[config.mk]
export PLATFORM = sky130hd
export DESIGN_NAME = ladder_keypad_debouncer
export DESIGN_NICKNAME = d
export VERILOG_FILES = /design/src/rtl/core/lkd_pkg.sv /design/src/rtl/core/lkd_front.sv /design/src/rtl/core/lkd_queue.sv /design/src/rtl/core/lkd_back.sv /design/src/rtl/core/ladder_keypad_debouncer.sv
export SDC_FILE = /design/constraint.sdc
export NUM_CORES = 1
export LEC_CHECK = 0
export BUFFER_PORTS_ARGS = -buffer_cell sky130_fd_sc_hd__buf_2
export CAP_MARGIN = 5
export CORE_MARGIN = 10
export CORE_UTILIZATION = 40
export CTS_CLUSTER_DIAMETER = 80
export DETAILED_ROUTE_END_ITERATION = 10
export GPL_TIMING_DRIVEN = 0
export PLACE_DENSITY = 0.61
export RECOVER_POWER = 100
export SKIP_LAST_GASP = 1
export SYNTH_ARGS = -nofsm -noshare
export SYNTH_HDL_FRONTEND = slang
export SYNTH_SLANG_ARGS = --single-unit
[constraint.sdc]
create_clock -name clk -period 6.8 [get_ports clk]
set_input_delay 0.34 -clock clk [delete_from_list [all_inputs] [get_ports clk]]
set_output_delay 0.34 -clock clk [all_outputs]
set_load 0.01 [all_outputs]
[src/rtl/core/lkd_pkg.sv]
`timescale 1ns / 1ps
`default_nettype none

package lkd_pkg;

  localparam int LADDER1_KEYS = 4;
  localparam int LADDER2_KEYS = 2;

  localparam int KEY_W        = 7;
  localparam int LADDER2_BASE = 4;
  localparam int POWER_BIT    = 6;
  localparam int LEVEL_W      = 12;
  localparam int DEBOUNCE_W   = 16;
  localparam int TIME_W       = 32;

  localparam int QUEUE_DEPTH  = 2;
  localparam int QPTR_W       = (QUEUE_DEPTH > 1) ? $clog2(QUEUE_DEPTH) : 1;
  localparam int QCNT_W       = $clog2(QUEUE_DEPTH + 1);

  localparam int CFG_IDX_W    = 3;
  localparam int CFG_DATA_W   = 16;

  typedef enum logic [CFG_IDX_W-1:0] {
    CFG_NO_BUTTON_LEVEL = 3'd0,
    CFG_LADDER1_LIMIT_A = 3'd1,
    CFG_LADDER1_LIMIT_B = 3'd2,
    CFG_LADDER1_LIMIT_C = 3'd3,
    CFG_LADDER2_LIMIT_A = 3'd4,
    CFG_DEBOUNCE_MS     = 3'd5
  } cfg_idx_t;

  localparam logic [LEVEL_W-1:0]    RST_NO_BUTTON_LEVEL = 12'd3800;
  localparam logic [LEVEL_W-1:0]    RST_LADDER1_LIMIT_A = 12'd3100;
  localparam logic [LEVEL_W-1:0]    RST_LADDER1_LIMIT_B = 12'd2090;
  localparam logic [LEVEL_W-1:0]    RST_LADDER1_LIMIT_C = 12'd750;
  localparam logic [LEVEL_W-1:0]    RST_LADDER2_LIMIT_A = 12'd1120;
  localparam logic [DEBOUNCE_W-1:0] RST_DEBOUNCE_MS     = 16'd5;

  typedef struct packed {
    logic [LEVEL_W-1:0]    no_button_level;
    logic [LEVEL_W-1:0]    ladder1_limit_a;
    logic [LEVEL_W-1:0]    ladder1_limit_b;
    logic [LEVEL_W-1:0]    ladder1_limit_c;
    logic [LEVEL_W-1:0]    ladder2_limit_a;
    logic [DEBOUNCE_W-1:0] debounce_ms;
  } lkd_cfg_t;

  // One classified poll waiting for the debounce stage.
  typedef struct packed {
    logic [TIME_W-1:0] time_ms;
    logic [KEY_W-1:0]  raw;
  } lkd_item_t;

  // Queue handshake between front and back.
  typedef struct packed {
    logic valid;
    logic full;
  } lkd_qstat_t;

endpackage

`default_nettype wire

[src/rtl/core/lkd_front.sv]
`timescale 1ns / 1ps
`default_nettype none

module lkd_front import lkd_pkg::*; (
  input  lkd_cfg_t           cfg,
  input  logic [TIME_W-1:0]  time_ms,
  input  logic [LEVEL_W-1:0] ladder1_level,
  input  logic [LEVEL_W-1:0] ladder2_level,
  input  logic               power_key_low,
  output lkd_item_t          item
);

  logic [LEVEL_W-1:0]      b1 [0:3];
  logic [LEVEL_W-1:0]      b2 [0:1];
  logic [LADDER1_KEYS-1:0] hit1;
  logic [LADDER2_KEYS-1:0] hit2;
  logic [KEY_W-1:0]        raw;
  logic                    found1;
  logic                    found2;

  always_comb begin
    b1[0] = cfg.no_button_level;
    b1[1] = cfg.ladder1_limit_a;
    b1[2] = cfg.ladder1_limit_b;
    b1[3] = cfg.ladder1_limit_c;
    b2[0] = cfg.no_button_level;
    b2[1] = cfg.ladder2_limit_a;
  end

  // Range match per key; last key of a ladder has no floor.
  always_comb begin
    for (int i = 0; i < LADDER1_KEYS; i++) begin
      hit1[i] = (ladder1_level <= b1[i]);
    end
    for (int i = 0; i < LADDER1_KEYS - 1; i++) begin
      hit1[i] = hit1[i] && (ladder1_level > b1[i+1]);
    end
    for (int i = 0; i < LADDER2_KEYS; i++) begin
      hit2[i] = (ladder2_level <= b2[i]);
    end
    for (int i = 0; i < LADDER2_KEYS - 1; i++) begin
      hit2[i] = hit2[i] && (ladder2_level > b2[i+1]);
    end
  end

  // Lowest matching key wins on each ladder.
  always_comb begin
    raw    = '0;
    found1 = 1'b0;
    found2 = 1'b0;
    for (int i = 0; i < LADDER1_KEYS; i++) begin
      if (hit1[i] && !found1) begin
        raw[i] = 1'b1;
        found1 = 1'b1;
      end
    end
    for (int i = 0; i < LADDER2_KEYS; i++) begin
      if (hit2[i] && !found2) begin
        raw[LADDER2_BASE + i] = 1'b1;
        found2 = 1'b1;
      end
    end
    raw[POWER_BIT] = ~power_key_low;
  end

  assign item.time_ms = time_ms;
  assign item.raw     = raw;

endmodule

`default_nettype wire

[src/rtl/core/lkd_queue.sv]
`timescale 1ns / 1ps
`default_nettype none

module lkd_queue import lkd_pkg::*; (
  input  logic       clk,
  input  logic       rst,
  input  logic       push,
  input  lkd_item_t  wr_item,
  input  logic       pop,
  output lkd_item_t  rd_item,
  output lkd_qstat_t stat
);

  lkd_item_t          mem [0:QUEUE_DEPTH-1];
  logic [QPTR_W-1:0]  wr_ptr;
  logic [QPTR_W-1:0]  rd_ptr;
  logic [QCNT_W-1:0]  count;
  logic               do_push;
  logic               do_pop;

  assign stat.valid = (count != '0);
  assign stat.full  = (count == QCNT_W'(QUEUE_DEPTH));
  assign do_push    = push && !stat.full;
  assign do_pop     = pop && stat.valid;
  assign rd_item    = mem[rd_ptr];

  always_ff @(posedge clk) begin
    if (do_push) begin
      mem[wr_ptr] <= wr_item;
    end
  end

  always_ff @(posedge clk) begin
    if (rst) begin
      wr_ptr <= '0;
      rd_ptr <= '0;
      count  <= '0;
    end else begin
      if (do_push) begin
        wr_ptr <= (wr_ptr == QPTR_W'(QUEUE_DEPTH - 1)) ? '0 : wr_ptr + 1'b1;
      end
      if (do_pop) begin
        rd_ptr <= (rd_ptr == QPTR_W'(QUEUE_DEPTH - 1)) ? '0 : rd_ptr + 1'b1;
      end
      case ({do_push, do_pop})
        2'b10:   count <= count + 1'b1;
        2'b01:   count <= count - 1'b1;
        default: count <= count;
      endcase
    end
  end

endmodule

`default_nettype wire

[src/rtl/core/lkd_back.sv]
`timescale 1ns / 1ps
`default_nettype none

module lkd_back import lkd_pkg::*; (
  input  logic              clk,
  input  logic              rst,
  input  lkd_cfg_t          cfg,
  input  lkd_item_t         item,
  input  logic              item_valid,
  output logic              item_pop,
  output logic              out_valid,
  input  logic              out_stall,
  output logic [KEY_W-1:0]  stable_keys,
  output logic [KEY_W-1:0]  pressed_keys,
  output logic [KEY_W-1:0]  released_keys,
  output logic [TIME_W-1:0] held_ms
);

  logic [KEY_W-1:0]  last_raw;
  logic [KEY_W-1:0]  stable_vector;
  logic [TIME_W-1:0] change_time;
  logic [TIME_W-1:0] press_start_time;
  logic [TIME_W-1:0] press_finish_time;

  logic [KEY_W-1:0]  last_raw_next;
  logic [KEY_W-1:0]  stable_vector_next;
  logic [TIME_W-1:0] change_time_next;
  logic [TIME_W-1:0] press_start_time_next;
  logic [TIME_W-1:0] press_finish_time_next;
  logic [KEY_W-1:0]  pressed;
  logic [KEY_W-1:0]  released;
  logic [TIME_W-1:0] held;
  logic [TIME_W-1:0] elapsed;
  logic [TIME_W-1:0] d_now_start;
  logic [TIME_W-1:0] d_fin_start;
  logic              fire;
  logic              start_upd;
  logic              finish_upd;

  assign item_pop = item_valid && (!out_valid || !out_stall);

  always_comb begin
    last_raw_next    = last_raw;
    change_time_next = change_time;
    if (item.raw != last_raw) begin
      last_raw_next    = item.raw;
      change_time_next = item.time_ms;
    end
    elapsed = item.time_ms - change_time_next;
    fire    = (elapsed > TIME_W'(cfg.debounce_ms)) && (item.raw != stable_vector);

    pressed  = fire ? (item.raw & ~stable_vector) : '0;
    released = fire ? (stable_vector & ~item.raw) : '0;
    stable_vector_next = fire ? item.raw : stable_vector;

    start_upd  = (pressed != '0) && (stable_vector == '0);
    finish_upd = (released != '0) && (item.raw == '0);
    press_start_time_next  = start_upd ? item.time_ms : press_start_time;
    press_finish_time_next = finish_upd ? item.time_ms : press_finish_time;

    // Both differences built from old state so they run beside the compare.
    d_now_start = item.time_ms - press_start_time;
    d_fin_start = press_finish_time - press_start_time;
    if (stable_vector_next != '0) begin
      held = start_upd ? '0 : d_now_start;
    end else begin
      held = finish_upd ? d_now_start : d_fin_start;
    end
  end

  always_ff @(posedge clk) begin
    if (rst) begin
      last_raw          <= '0;
      stable_vector     <= '0;
      change_time       <= '0;
      press_start_time  <= '0;
      press_finish_time <= '0;
      out_valid         <= 1'b0;
    end else begin
      if (item_pop) begin
        last_raw          <= last_raw_next;
        stable_vector     <= stable_vector_next;
        change_time       <= change_time_next;
        press_start_time  <= press_start_time_next;
        press_finish_time <= press_finish_time_next;
        out_valid         <= 1'b1;
      end else if (!out_stall) begin
        out_valid <= 1'b0;
      end
    end
  end

  always_ff @(posedge clk) begin
    if (item_pop) begin
      stable_keys   <= stable_vector_next;
      pressed_keys  <= pressed;
      released_keys <= released;
      held_ms       <= held;
    end
  end

endmodule

`default_nettype wire

[src/rtl/core/ladder_keypad_debouncer.sv]
`timescale 1ns / 1ps
`default_nettype none

// Resistor-ladder keypad debouncer. Every input beat is one poll (time, two
// ladder ADC levels, active-low power pin); every poll yields exactly one
// output beat with the debounced key vector, the keys pressed and released
// on that poll, and the held time. One poll per clock is sustained while
// out_stall is low. The front decodes the ladders as the beat arrives and
// drops it into a two-entry queue; the back holds the debounce state and an
// output register, so input is still taken while a result waits under
// out_stall until the queue fills. Configuration writes are always ready
// and must only be issued while the block is idle; unknown register indexes
// are ignored.
module ladder_keypad_debouncer import lkd_pkg::*; (
  input  logic                  clk,
  input  logic                  rst,
  input  logic                  cfg_valid,
  output logic                  cfg_ready,
  input  logic [CFG_IDX_W-1:0]  cfg_index,
  input  logic [CFG_DATA_W-1:0] cfg_data,
  input  logic                  in_valid,
  output logic                  in_stall,
  input  logic [TIME_W-1:0]     time_ms,
  input  logic [LEVEL_W-1:0]    ladder1_level,
  input  logic [LEVEL_W-1:0]    ladder2_level,
  input  logic                  power_key_low,
  output logic                  out_valid,
  input  logic                  out_stall,
  output logic [KEY_W-1:0]      stable_keys,
  output logic [KEY_W-1:0]      pressed_keys,
  output logic [KEY_W-1:0]      released_keys,
  output logic [TIME_W-1:0]     held_ms
);

  lkd_cfg_t   cfg;
  lkd_item_t  front_item;
  lkd_item_t  head_item;
  lkd_qstat_t qstat;
  logic       pop;

  assign cfg_ready = 1'b1;

  always_ff @(posedge clk) begin
    if (rst) begin
      cfg.no_button_level <= RST_NO_BUTTON_LEVEL;
      cfg.ladder1_limit_a <= RST_LADDER1_LIMIT_A;
      cfg.ladder1_limit_b <= RST_LADDER1_LIMIT_B;
      cfg.ladder1_limit_c <= RST_LADDER1_LIMIT_C;
      cfg.ladder2_limit_a <= RST_LADDER2_LIMIT_A;
      cfg.debounce_ms     <= RST_DEBOUNCE_MS;
    end else if (cfg_valid && cfg_ready) begin
      case (cfg_index)
        CFG_NO_BUTTON_LEVEL: cfg.no_button_level <= cfg_data[LEVEL_W-1:0];
        CFG_LADDER1_LIMIT_A: cfg.ladder1_limit_a <= cfg_data[LEVEL_W-1:0];
        CFG_LADDER1_LIMIT_B: cfg.ladder1_limit_b <= cfg_data[LEVEL_W-1:0];
        CFG_LADDER1_LIMIT_C: cfg.ladder1_limit_c <= cfg_data[LEVEL_W-1:0];
        CFG_LADDER2_LIMIT_A: cfg.ladder2_limit_a <= cfg_data[LEVEL_W-1:0];
        CFG_DEBOUNCE_MS:     cfg.debounce_ms     <= cfg_data[DEBOUNCE_W-1:0];
        default: ;
      endcase
    end
  end

  lkd_front u_front (
    .cfg           (cfg),
    .time_ms       (time_ms),
    .ladder1_level (ladder1_level),
    .ladder2_level (ladder2_level),
    .power_key_low (power_key_low),
    .item          (front_item)
  );

  assign in_stall = qstat.full;

  lkd_queue u_queue (
    .clk     (clk),
    .rst     (rst),
    .push    (in_valid),
    .wr_item (front_item),
    .pop     (pop),
    .rd_item (head_item),
    .stat    (qstat)
  );

  lkd_back u_back (
    .clk           (clk),
    .rst           (rst),
    .cfg           (cfg),
    .item          (head_item),
    .item_valid    (qstat.valid),
    .item_pop      (pop),
    .out_valid     (out_valid),
    .out_stall     (out_stall),
    .stable_keys   (stable_keys),
    .pressed_keys  (pressed_keys),
    .released_keys (released_keys),
    .held_ms       (held_ms)
  );

endmodule

`default_nettype wire

==> results.py <==
metrics = {
    "critical_path": {
        "cp-end-kind": "flip-flop",
        "crit_top_cell": "buf_4",
        "critical-path-slowest-cell": "a2111o_1",
        "critPathMaxFanout": 7,
        "path_delay_family": "buffers and inverters",
        "path_buf_inv": 28,
        "critPathMaxStageDelay_ps": 370,
        "crit_type": "flip-flop to flip-flop",
        "critPathLaunchType": "flip-flop",
        "cp_data_required_time_ps": 7190,
        "crit_arrival_ps": 7320,
    },
    "grt": {
        "grt_usage_pct": 19.4,
        "antenna_found_initial": 1,
        "grt_pass1_vias": 16678,
        "grt_pass1_wl_um": 92200,
        "grt-ovfl-total": 0,
        "grt_max_degree": 33,
    },
    "yosys": {
        "yosys-top-cells-area": "edfxtp_1 20%, dfxtp_1 19%, ha_1 12%",
        "ys_types": 95,
        "postSynth.asyncResetShare_pct": 0,
        "syn-instance-count": 2146,
        "synth_seq_area_share_pct": 38.7,
        "synthesis.area_sq_um": 20100,
        "ys.flop_type": "dfxtp_1",
        "synth_edf_count": 131,
        "synth.largest_area_cell": "edfxtp_1",
        "synth.top_cell.area_share_pct": 19.6,
        "ys_ff_latch": 323,
        "synth.avg_cell_area_sq_um": 9.36,
        "yosysWarnings": 0,
        "syn-num-nets": 2421,
    },
    "timing": {
        "skew_ps": 22.3,
        "max_slew_margin_pct": -41.0,
        "hold-worst-slack_ps": 22.5,
        "worst_slack_ps": -127,
        "post-route-min-period_ps": 6930,
        "fin_crit_sh_pct": 102,
        "finalHoldViolCount": 0,
        "report.final.setup_viol": 31,
        "tightest_slew_ps": 2110,
        "drv_slew": 129,
        "fmax_mhz": 144,
        "rsz0062_at_grt": "yes",
    },
    "place": {
        "place_hpwl_um": 44600,
        "preCtsSetupSlack_ps": -2100,
        "io_buffers": 134,
        "place_congestion": 0.910,
    },
    "clock_tree": {
        "cts_tree": "done",
        "cts-root-buf": "clkbuf_16",
        "clk_latency_ps": 570,
        "clockBufferDepth": 3,
        "cts.clk_slew.worst_paths_ps": 60,
        "clock_sinks": 323,
        "cts_made_buffers": 39,
        "cts-htree-levels": 2,
    },
    "finish": {
        "syn_to_final_growth_pct": 20.9,
        "insertedDiodeCount": 0,
        "layout_common_cells": "204 x nor2_1, 191 x dfxtp_1, 189 x nand2_1, 189 x ha_1, 168 x a21oi_1",
        "drive_gt1_share_pct": 13.4,
        "nets": 2691,
        "final_common_cell": "nor2_1",
    },
    "pwr": {
        "switching_share_pct": 43.6,
        "power_frac_comb_pct": 60.7,
        "leakagePower_nw": 9.61,
        "vdd_drop_max_mv": 0.176,
        "p_int_mw": 6.96,
        "power_switching_mw": 5.38,
        "powerDensity_nw_per_um2": 508,
        "seq_power_share_pct": 22.6,
        "p_clk_share_pct": 16.7,
    },
    "drt": {
        "num_vias": 16830,
        "routed_via_density": 5.40,
        "drt-initial-drc-count": 1212,
        "wl_per_cell_um": 19.2,
        "finalWirelength_um": 59800,
        "ant_nets": 0,
        "drc": 0,
        "firstDrtPassIters": 5,
    },
    "floorplanning": {
        "die_area_sq_um": 59600,
        "design.core.area_sq_um": 49900,
        "start_util_pct": 40.3,
        "ioPinCount": 137,
        "die_y_um": 244,
        "num_rows": 82,
        "chipWidth_um": 244,
    },
    "status": {
        "status": "complete, but fails checks",
        "violations": "capacitance limit, slew limit, setup timing",
    },
    "worst_hold_path": {
        "hp-class": "input port to flip-flop",
    },
    "job": {
        "drv_cap": 5,
    },
}
-- cells in the mapped netlist, drive strengths merged, types with 5 or more instances --
cell type,instances
a21boi,5
nand2,192
o211ai,13
buf,26
and3,13
o21a,23
a2111oi,7
o32ai,5
o31ai,5
a31oi,6
o31a,6
nor2,207
nor3,30
mux2,31
and4,5
xor2,30
ha,191
a211o,20
xnor2,51
edfxtp,131
nor3b,6
or3,6
a311oi,10
o2111ai,6
or2,6
clkbuf,62
a211oi,25
o21bai,7
a21oi,174
nand3b,15
and2,17
inv,163
dfxtp,192
nor4,12
nand4,32
nand3,33
nand2b,25
nor2b,29
o22ai,27
a21o,47
mux2i,132
o21ai,69
-- metal layers --
layer	share of wire (%)	vias up	routed length [um]	global-route usage, %
li1	-	8256	-	-
met1	45	7956	26800	25.0
met2	46	482	27500	31.7
met3	6.2	136	3740	4.26
met4	3.0	0	1810	6.48
met5	0	-	0	0
-- final cells by class --
cell class                      instances  area [sq um]
Buffer                                 85           546
Clock buffer                           56          1120
Clock inverter                         14           141
Fill cell                            4778         25600
Inverter                              163           612
Multi-Input combinational cell       1572         11800
Sequential cell                       323          7780
Tap cell                              672           841
Timing Repair Buffer                  232          1480
-- flip-flops by register name, indices dropped and copies added, names as in the netlist, named ones only --
name	count
u_back.stable_keys	7
u_back.pressed_keys	7
u_back.change_time	32
u_back.held_ms	32
u_queue.wr_ptr	1
cfg	76
u_back.press_start_time	32
u_back.stable_vector	7
u_back.press_finish_time	32
u_queue.mem	78
u_back.released_keys	7
u_queue.rd_ptr	1
u_back.out_valid	1
u_back.last_raw	7
u_queue.count	2
-- worst paths after layout --
kind | slack [ps] | to | from | depth (start not counted)
setup / recovery | -130 | u_back.held_ms[17]$_DFFE_PP_ | flip-flop | 40
hold / removal | 20 | u_queue.mem[1][6]$_DFFE_PP_ | power_key_low | 2
setup reg to reg | -130 | u_back.held_ms[17]$_DFFE_PP_ | flip-flop | 40
hold reg to reg | 450 | cfg[18]$_SDFFE_PP0P_ | cfg[18]$_SDFFE_PP0P_ | 2
-- kinds of logic after synthesis --
kind of cell | Yosys count | synth area share, %
buf+inv | 251 | 5.00
fa+ha+maj | 194 | 12.2
simple gates | 636 | 15.0
mux | 163 | 8.95
compound gates | 497 | 16.5
xor+xnor | 81 | 3.61
other cells | 1 | 0.0187
flops | 323 | 38.7
-- per-stage QoR --
step	cells	area (sq um)	TNS [ps]	total power [mW]	util, %
finish	3117	24300	-1870	12.3	48.7
global route	3117	24300	-11470	13.2	48.7
CTS	3109	24100	-152	11.9	48.4
detailed placement	2955	21700	-179530	9.22	43.5
global placement	2952	21600	-186680	9.11	43.3
floorplan	2146	20100	0	7.51	-
-- power by group through the flow --
stage / Clock, mW / Combinational, mW / Sequential [mW]
global placement: 0 / 6.29 / 2.81
floorplan: 0 / 4.64 / 2.87
finish: 2.06 / 7.49 / 2.78
CTS: 2.11 / 7.06 / 2.77
detailed placement: 0 / 6.42 / 2.80
global route: 2.19 / 8.16 / 2.83
-- repair_timing --
item                                    4_1_cts  5_1_grt
endpoints found under the hold margin        63        0
gates cloned                                  1        3
gates resized for setup                     103       53
setup buffers                                53       11
pin swaps                                    35       42
endpoints found under the setup margin      124      122
hold buffers                                 32        0
No activity file was read; power rests on OpenSTA's default activity.
